[src/rtl/core/lpd_pkg.sv]
// Package for the length-prefixed deframer: result kinds, result record, header constants.
// No dependencies; imported by every module of the block.
package lpd_pkg;

  localparam int unsigned COUNT_BITS_DEFAULT = 23;
  localparam int unsigned MAX_LEN_BITS       = 23;
  localparam logic [MAX_LEN_BITS-1:0] LIMIT_RESET = 23'h7fffff;

  localparam int unsigned HEADER_BYTES = 6;
  localparam int unsigned TYPE_BYTES   = 2;

  typedef enum logic [1:0] {
    KIND_PAYLOAD = 2'd0,
    KIND_EMPTY   = 2'd1,
    KIND_ERROR   = 2'd2
  } kind_t;

  typedef struct packed {
    kind_t       kind;
    logic [15:0] msg_type;
    logic [7:0]  payload_byte;
    logic        first_byte;
    logic        last_byte;
  } result_t;

endpackage

[src/rtl/core/length_prefixed_deframer.sv]
// Top level of the length-prefixed deframer: input register, parser, result register.
// Depends on lpd_pkg, lpd_parse and lpd_out_reg.
//
// Usage:
//   Input channel (in_valid/in_ready, data_byte) carries the raw stream, one byte per item.
//   Each message is a 6-byte header (big-endian 16-bit type, big-endian 32-bit length)
//   followed by that many payload bytes.
//   Output channel (out_valid/out_ready) carries one item per payload byte with its
//   msg_type and first/last marks, one empty item (kind 1) for a zero-length message,
//   or one error item (kind 2) for a length above max_length or above 2^COUNT_BITS-1.
//   After an error every further input byte is taken and dropped until reset.
//   cfg_we/cfg_wdata write max_length; write it only while idle.
// Timing:
//   An accepted byte is loaded into the input register; the parser's result for it is then
//   moved into the result register, from which the sink takes it. Throughput is one byte per
//   cycle while the sink keeps out_ready high, limited only by the single result register;
//   header bytes give no item.
// Reset (rst, synchronous): clears the parser state, sets max_length to 0x7fffff,
//   empties both registers.
// Stall: while out_ready is low with a result waiting, the input register still fills;
//   once both are full in_ready drops until the sink takes the result.
module length_prefixed_deframer
  import lpd_pkg::*;
#(
  parameter int unsigned COUNT_BITS = COUNT_BITS_DEFAULT
) (
  input  logic                    clk,
  input  logic                    rst,
  input  logic                    in_valid,
  output logic                    in_ready,
  input  logic [7:0]              data_byte,
  output logic                    out_valid,
  input  logic                    out_ready,
  output logic [1:0]              kind,
  output logic [15:0]             msg_type,
  output logic [7:0]              payload_byte,
  output logic                    first_byte,
  output logic                    last_byte,
  input  logic                    cfg_we,
  input  logic [MAX_LEN_BITS-1:0] cfg_wdata
);

  logic       in_full;
  logic [7:0] in_byte;
  logic       step;
  logic       can_load;
  logic       res_valid;
  result_t    res;
  result_t    out_res;

  // advance the held byte whenever the result register can take what it yields
  assign step     = in_full && can_load;
  assign in_ready = !in_full || step;

  always_ff @(posedge clk) begin
    if (in_ready) begin
      in_byte <= data_byte;
    end
    if (rst) begin
      in_full <= 1'b0;
    end else if (in_ready) begin
      in_full <= in_valid;
    end
  end

  lpd_parse #(
    .COUNT_BITS(COUNT_BITS)
  ) u_parse (
    .clk       (clk),
    .rst       (rst),
    .cfg_we    (cfg_we),
    .cfg_wdata (cfg_wdata),
    .step      (step),
    .step_byte (in_byte),
    .res_valid (res_valid),
    .res       (res)
  );

  // hold the result until the sink takes it
  lpd_out_reg u_out_reg (
    .clk       (clk),
    .rst       (rst),
    .load      (res_valid),
    .load_res  (res),
    .can_load  (can_load),
    .out_valid (out_valid),
    .out_ready (out_ready),
    .out_res   (out_res)
  );

  assign kind         = out_res.kind;
  assign msg_type     = out_res.msg_type;
  assign payload_byte = out_res.payload_byte;
  assign first_byte   = out_res.first_byte;
  assign last_byte    = out_res.last_byte;

endmodule

[src/rtl/core/lpd_parse.sv]
// Header parser and payload counter of the length-prefixed deframer.
// Depends on lpd_pkg; one byte per step, result is combinational for the output register.
module lpd_parse
  import lpd_pkg::*;
#(
  parameter int unsigned COUNT_BITS = COUNT_BITS_DEFAULT
) (
  input  logic                    clk,
  input  logic                    rst,
  input  logic                    cfg_we,
  input  logic [MAX_LEN_BITS-1:0] cfg_wdata,
  input  logic                    step,
  input  logic [7:0]              step_byte,
  output logic                    res_valid,
  output result_t                 res
);

  localparam logic [31:0] CAP = 32'((33'd1 << COUNT_BITS) - 33'd1);
  localparam logic [2:0]  HDR_TYPE_END = 3'(TYPE_BYTES);
  localparam logic [2:0]  HDR_LAST     = 3'(HEADER_BYTES - 1);

  logic [MAX_LEN_BITS-1:0] max_length;
  logic [2:0]              header_count, header_count_next;
  logic [15:0]             type_hold, type_hold_next;
  logic [23:0]             length_shift, length_shift_next;
  logic [COUNT_BITS-1:0]   bytes_left, bytes_left_next;
  logic                    first_pending, first_pending_next;
  logic                    halted, halted_next;
  logic [31:0]             full_len;

  assign full_len = {length_shift, step_byte};

  always_comb begin
    header_count_next  = header_count;
    type_hold_next     = type_hold;
    length_shift_next  = length_shift;
    bytes_left_next    = bytes_left;
    first_pending_next = first_pending;
    halted_next        = halted;
    res_valid          = 1'b0;
    res                = '0;
    res.kind           = KIND_PAYLOAD;
    res.msg_type       = type_hold;
    if (step && !halted) begin
      if (bytes_left != '0) begin
        res_valid          = 1'b1;
        res.payload_byte   = step_byte;
        res.first_byte     = first_pending;
        res.last_byte      = (bytes_left == COUNT_BITS'(1));
        bytes_left_next    = bytes_left - COUNT_BITS'(1);
        first_pending_next = 1'b0;
      end else if (header_count < HDR_TYPE_END) begin
        type_hold_next    = {type_hold[7:0], step_byte};
        header_count_next = header_count + 3'd1;
      end else if (header_count < HDR_LAST) begin
        length_shift_next = {length_shift[15:0], step_byte};
        header_count_next = header_count + 3'd1;
      end else begin
        header_count_next = '0;
        if (full_len > {9'd0, max_length} || full_len > CAP) begin
          // oversize: report once and drop everything until reset
          res_valid   = 1'b1;
          res.kind    = KIND_ERROR;
          halted_next = 1'b1;
        end else if (full_len == 32'd0) begin
          res_valid     = 1'b1;
          res.kind      = KIND_EMPTY;
          res.last_byte = 1'b1;
        end else begin
          bytes_left_next    = full_len[COUNT_BITS-1:0];
          first_pending_next = 1'b1;
        end
      end
    end
  end

  always_ff @(posedge clk) begin
    type_hold    <= type_hold_next;
    length_shift <= length_shift_next;
    if (rst) begin
      max_length    <= LIMIT_RESET;
      header_count  <= '0;
      bytes_left    <= '0;
      first_pending <= 1'b0;
      halted        <= 1'b0;
    end else begin
      if (cfg_we) begin
        max_length <= cfg_wdata;
      end
      header_count  <= header_count_next;
      bytes_left    <= bytes_left_next;
      first_pending <= first_pending_next;
      halted        <= halted_next;
    end
  end

endmodule

[src/rtl/core/lpd_out_reg.sv]
// Result register of the length-prefixed deframer, with valid/ready toward the sink.
// Depends on lpd_pkg for the result record.
module lpd_out_reg
  import lpd_pkg::*;
(
  input  logic    clk,
  input  logic    rst,
  input  logic    load,
  input  result_t load_res,
  output logic    can_load,
  output logic    out_valid,
  input  logic    out_ready,
  output result_t out_res
);

  assign can_load = !out_valid || out_ready;

  always_ff @(posedge clk) begin
    if (can_load) begin
      out_res <= load_res;
    end
    if (rst) begin
      out_valid <= 1'b0;
    end else if (can_load) begin
      out_valid <= load;
    end
  end

endmodule

[config.mk]
export PLATFORM = sky130hd
export DESIGN_NAME = length_prefixed_deframer
export DESIGN_NICKNAME = d
export VERILOG_FILES = /design/src/rtl/core/lpd_pkg.sv /design/src/rtl/core/length_prefixed_deframer.sv /design/src/rtl/core/lpd_parse.sv /design/src/rtl/core/lpd_out_reg.sv
export SDC_FILE = /design/constraint.sdc
export NUM_CORES = 1
export LEC_CHECK = 0
export BUFFER_PORTS_ARGS = -buffer_cell sky130_fd_sc_hd__buf_2
export CAP_MARGIN = 20
export CORE_UTILIZATION = 42
export DETAILED_ROUTE_END_ITERATION = 16
export GPL_TIMING_DRIVEN = 0
export PLACE_DENSITY_LB_ADDON = 0.15
export SKIP_LAST_GASP = 1
export SYNTH_ARGS = -nofsm -noshare
export SYNTH_HDL_FRONTEND = slang
export SYNTH_SLANG_ARGS = --single-unit
[constraint.sdc]
create_clock -name clk -period 4.05 [get_ports clk]
set_input_delay 0.405 -clock clk [delete_from_list [all_inputs] [get_ports clk]]
set_output_delay 0.405 -clock clk [all_outputs]
set_load 0.01 [all_outputs]
; Word-level counts from Yosys, hierarchy flattened
; Index checks and enable logic that the tools add are counted.
[word_totals]
register_bits = 129
inputBits = 36
wordCells = 73
output_inout_bits = 30
[classes]
n_addsub = 2
n_lt_le_gt_ge = 4
n_reduce_logical = 18
eq_ne = 5
bitwise = 4
muxes = 24
[ops]
columns = op, count
row1 = $mux W23, 5
row2 = $gt A32 B23 Y1, 1
row3 = $gt A32 B23 Y1 const B, 1
row4 = $logic_not A32 Y1, 1
row5 = $eq A23 B1 Y1 const B, 1
row6 = $reduce_bool A23 Y1, 1
row7 = $sub A23 B1 Y23 const B, 1
row8 = $mux W1, 16
row9 = $reduce_and A5 Y1, 2
row10 = $ne A2 B1 Y1 const B, 4
row11 = $mux W3, 2
row12 = $reduce_or A5 Y1, 1
row13 = $not A1 Y1, 4
row14 = $reduce_and A2 Y1, 2
row15 = $reduce_and A4 Y1, 1
row16 = $reduce_or A4 Y1, 1
row17 = $add A3 B1 Y3 const B, 1
row18 = $logic_not A1 Y1, 3
row19 = $logic_or A1 B1 Y1, 3
row20 = $lt A3 B2 Y1 const B, 1
row21 = $lt A3 B3 Y1 const B, 1
row22 = $reduce_and A3 Y1, 1
row23 = $logic_and A1 B1 Y1, 2
row24 = $mux W2, 1

; Longest topological paths before layout
[logic_depth]
depth_word = 7
depth_mapped = 12
mapped_depth_nobuf = 9

; Modules after synthesis
; From an unflattened synthesis, not the netlist that was laid out.
[unflattened]
hier_cells = 505
area_unflattened_um2 = 5677.9
[by_module_without_submodules]
columns = mod, instances, area_each_um2, seq_area_each_um2, cells_per_inst
row1 = lpd_parse, 1, 4496.8, 2222.1, 460
row2 = lpd_out_reg, 1, 887.1, 860.8, 32
row3 = length_prefixed_deframer, 1, 294.0, 260.2, 13

; Worst setup path after synthesis
; OpenSTA, ideal clock, no wires.
[synth_path]
kind = flip-flop to flip-flop
start = reg u_parse.bytes_left[10]
end = reg u_parse.type_hold[0] (enable)
t_arrival_ps = 3008
setup_ps = 409
n_path_buf = 2
period_less_slack_ps = 3417
path_stages_with_launch = 8
setup_slack_ps = 633
path_cell_list = dfxtp_1 -> or3_4 -> or4_1 -> buf_2 -> nor4_4 -> buf_2 -> nand2_1 -> nor3_1
[synth_between]
elab_chain_cells = 3
[synth_lines]
columns = item, line
row1 = "start, declared", lpd_parse.sv:26  ; logic [COUNT_BITS-1:0] bytes_left, bytes_left_next;
row2 = "start signal, assigned", lpd_parse.sv:91  ; bytes_left <= bytes_left_next;
row3 = $reduce_bool A23 Y1, lpd_parse.sv:45  ; if (bytes_left != '0) begin
row4 = $not A1 Y1 (no source line), n/a
row5 = $reduce_and A3 Y1 (no source line), n/a
row6 = "end signal, assigned", lpd_parse.sv:78  ; type_hold <= type_hold_next;
row7 = "end, declared", lpd_parse.sv:24  ; logic [15:0] type_hold, type_hold_next;
; Every way passes these cells.
; A chain may end at the register's enable or synchronous reset.

; Worst setup path in the final report
[layout_path]
start = reg u_parse.bytes_left[6]
end = reg u_parse.type_hold[6] (enable)
; The elaborated chain is that of the path after synthesis.

==> run metrics <==
status=completed; max incr delay on CP=0.54 ns; Buf+Inv Stages, Crit Path=4; post-synthesis area per instance=11.2 um2; # IOs=66; Primary FF master, synth=edfxtp_1; vias in the first global route=4295; initial antenna violation count=0; Synth Net Count=573; Syn Inst Count=between 500 and 600; sequential element share of the synthesized area=58.4%; proportion of layout cells with a drive suffix above 1=18.9%; Fin. Hold Viols=0; CP most frequent cell=clkbuf_1; Crit. End Element=flip-flop; synth warn=0; clk slew on worst S/H paths=0.05 ns; crit path DAT=3.58 ns; row cnt=42; post-layout minimum cycle time=3.46 ns; asr flop ratio synth=0%; Final Max Slew Viols=0; GRT Total Usage=21.8%; ant diodes=0; most area-hungry cell type in the Yosys netlist=edfxtp_1; post-CTS setup repair buffer count=0; RSZ-0062 raised after global routing=no; Area Growth Syn to Fin=20.0%; DP Wirelength=9880 um; H-tree depth=4; # nets final=659; Synth top area share=39.9%; critical-path cell list=clkbuf_1 -> nor4_1 -> nand4_1 -> clkbuf_1 -> nor4_4 -> buf_2 -> nand2_1 -> nor3_2 -> buf_6; highest ir drop seen on vdd=0.000517 V; Critical Path Source Type=flip-flop; P_leak=0.00282 uW; post-CTS sizing=0; final RePlAce weighted congestion=0.892; Port Buffers=64; CTS tree=yes; final setup vio count=0; Crit Path Class=flip-flop to flip-flop; post-synthesis cell area=roughly 5700 um2; vias per cell=5.55; type of the worst min-delay path=primary input to flip-flop; max_cap viols=0; first-pass GRT wire length=22900 um; Post-synth EDFFs=76; Post-route DRC=0; Finished Cell Area=~7000 um2; Via Count=4360; Max clock buf depth=2; worst skew pair latency=0.41 ns; pwr/cell area=805 nW/um2; Chip Width=119 um; final worst path period share=85.4%; routed len/inst=between 15 and 20 um; DRT Wirelength=about 14000 um; clk_skew=0.00753 ns; FILL cells=1186; CP delay by family, top=simple AND/OR/NAND/NOR gates; DP Cell Count=about 750; Clock Root Buffer=clkbuf_16; total congestion overflow=0; die height=119 um; slowest CP cell=nor4_1; pin count of the biggest net entering global routing=31; Slew headroom=45.8%; Post-CTS Hold Buffers=0; worst slew pin tran=around 0.8 ns; hold_ws=0.171 ns; synth top area cells=edfxtp_1, dfxtp_1, ha_1; max frequency=289 MHz; Pre-antenna DRT Iters=4; Num CTS Buffers=17; CORE AREA=between 10000 and 15000 um2; DR iter-0 viols=335; Initial Utilization=43.1%; WP data required=4.17 ns; post-synthesis register bit count=129; CP max FO=12; die area=14100 um2; final antenna-violating net count=0; library cells used by synthesis=57; clock sinks=~130; final std cells w/o fill=786; DP Area=6300 um2
[synth_stat cells, drive strengths merged (12+ instances only)]
cell / n
clkbuf: 16
buf: 12
a21oi: 36
o21ai: 20
nand2: 57
nor3: 19
inv: 29
nor2: 26
nor4: 16
ha: 26
o211ai: 26
edfxtp: 76
dfxtp: 53
[logic make-up (layout without fill, tap and decap cells)]
logic type | after synthesis | count (layout) | synth area share, %
AO/OA/AOI/OAI | 119 | 119 | 14.0
adder cells (fa/ha/maj) | 26 | 26 | 5.68
buffers and inverters | 57 | 156 | 4.54
multiplexers | 9 | 9 | 1.59
AND/OR/NAND/NOR | 171 | 171 | 15.8
flip-flops | 129 | 129 | 58.4
[registers in the layout (all words and copies together), names as in the netlist, 3 cells and up]
signal,cells
u_parse.max_length,23
u_parse.header_count,3
in_byte,8
u_out_reg.out_res,28
u_parse.type_hold,16
u_parse.bytes_left,23
u_parse.length_shift,24
[cell type report]
type	count	area, um2	share of cell area (%)
sequential	129	3340	48.7
multi-input combinational	325	2130	31.0
clock buffer	24	452	6.57
timing repair buffer	67	374	5.45
tap	176	220	3.21
buffer	28	151	2.20
inverter	29	109	1.58
clock inverter	8	90.1	1.31
[per-layer routing]
layer | up-vias | track usage (%) | routed length (um)
met5 | - | 0 | 0
met4 | 0 | 10.1 | 301
met3 | 20 | 5.21 | 859
met2 | 173 | 33.8 | 6500
met1 | 2072 | 28.7 | 6750
li1 | 2095 | - | -
[worst reg2reg max path, delay by kind of cell (launching register included)]
kind / cells / cell delay (ns)
flip-flops: 1 / 0.29
AND/OR/NAND/NOR: 5 / 1.82
buffers and inverters: 4 / 1.06
[through the flow]
step | total power, uW | setup TNS, ns | utilization, % | setup WS [ns]
final | 5530 | 0 | 51.7 | 0.592
after CTS | 5500 | 0 | 51.5 | 0.625
after floorplan | 3440 | 0 | - | 0.633
after detailed placement | 4070 | 0 | 47.4 | 0.568
after global routing | 5850 | 0 | 51.7 | 0.389
after global placement | 4020 | -11.47 | 47.1 | -0.415
[worst paths after layout]
path	start	depth (start not counted)	slack, ns	endpoint
setup reg to reg	u_parse.bytes_left[6]	9	0.59	u_parse.type_hold[6]
hold reg to reg	u_parse.type_hold[10]	0	0.42	u_out_reg.out_res[20]
hold / removal	data_byte[6]	1	0.17	in_byte[6]
setup / recovery	u_parse.bytes_left[6]	9	0.59	u_parse.type_hold[6]
[cell usage in the layout, fill, tap and decap left out, types with 9 or more instances in the layout]
cell,instances
a21oi_1,36
and3_1,9
buf_2,68
clkbuf_1,23
clkbuf_16,17
dfxtp_1,53
edfxtp_1,76
ha_1,26
inv_1,29
nand2_1,55
nand3_1,11
nor2_1,25
nor3_1,16
nor4_1,15
o211ai_1,26
o21ai_0,19
[report_power, final]
group / switching (uW) / internal [uW] / leakage, uW / total [uW]
clock network: 525 / 897 / 0.000261 / 1420
logic: 1450 / 855 / 0.00136 / 2300
registers: 145 / 1660 / 0.00119 / 1810
total: 2120 / 3410 / 0.00282 / 5530
Note: power is estimated with default switching activity, not from simulation.
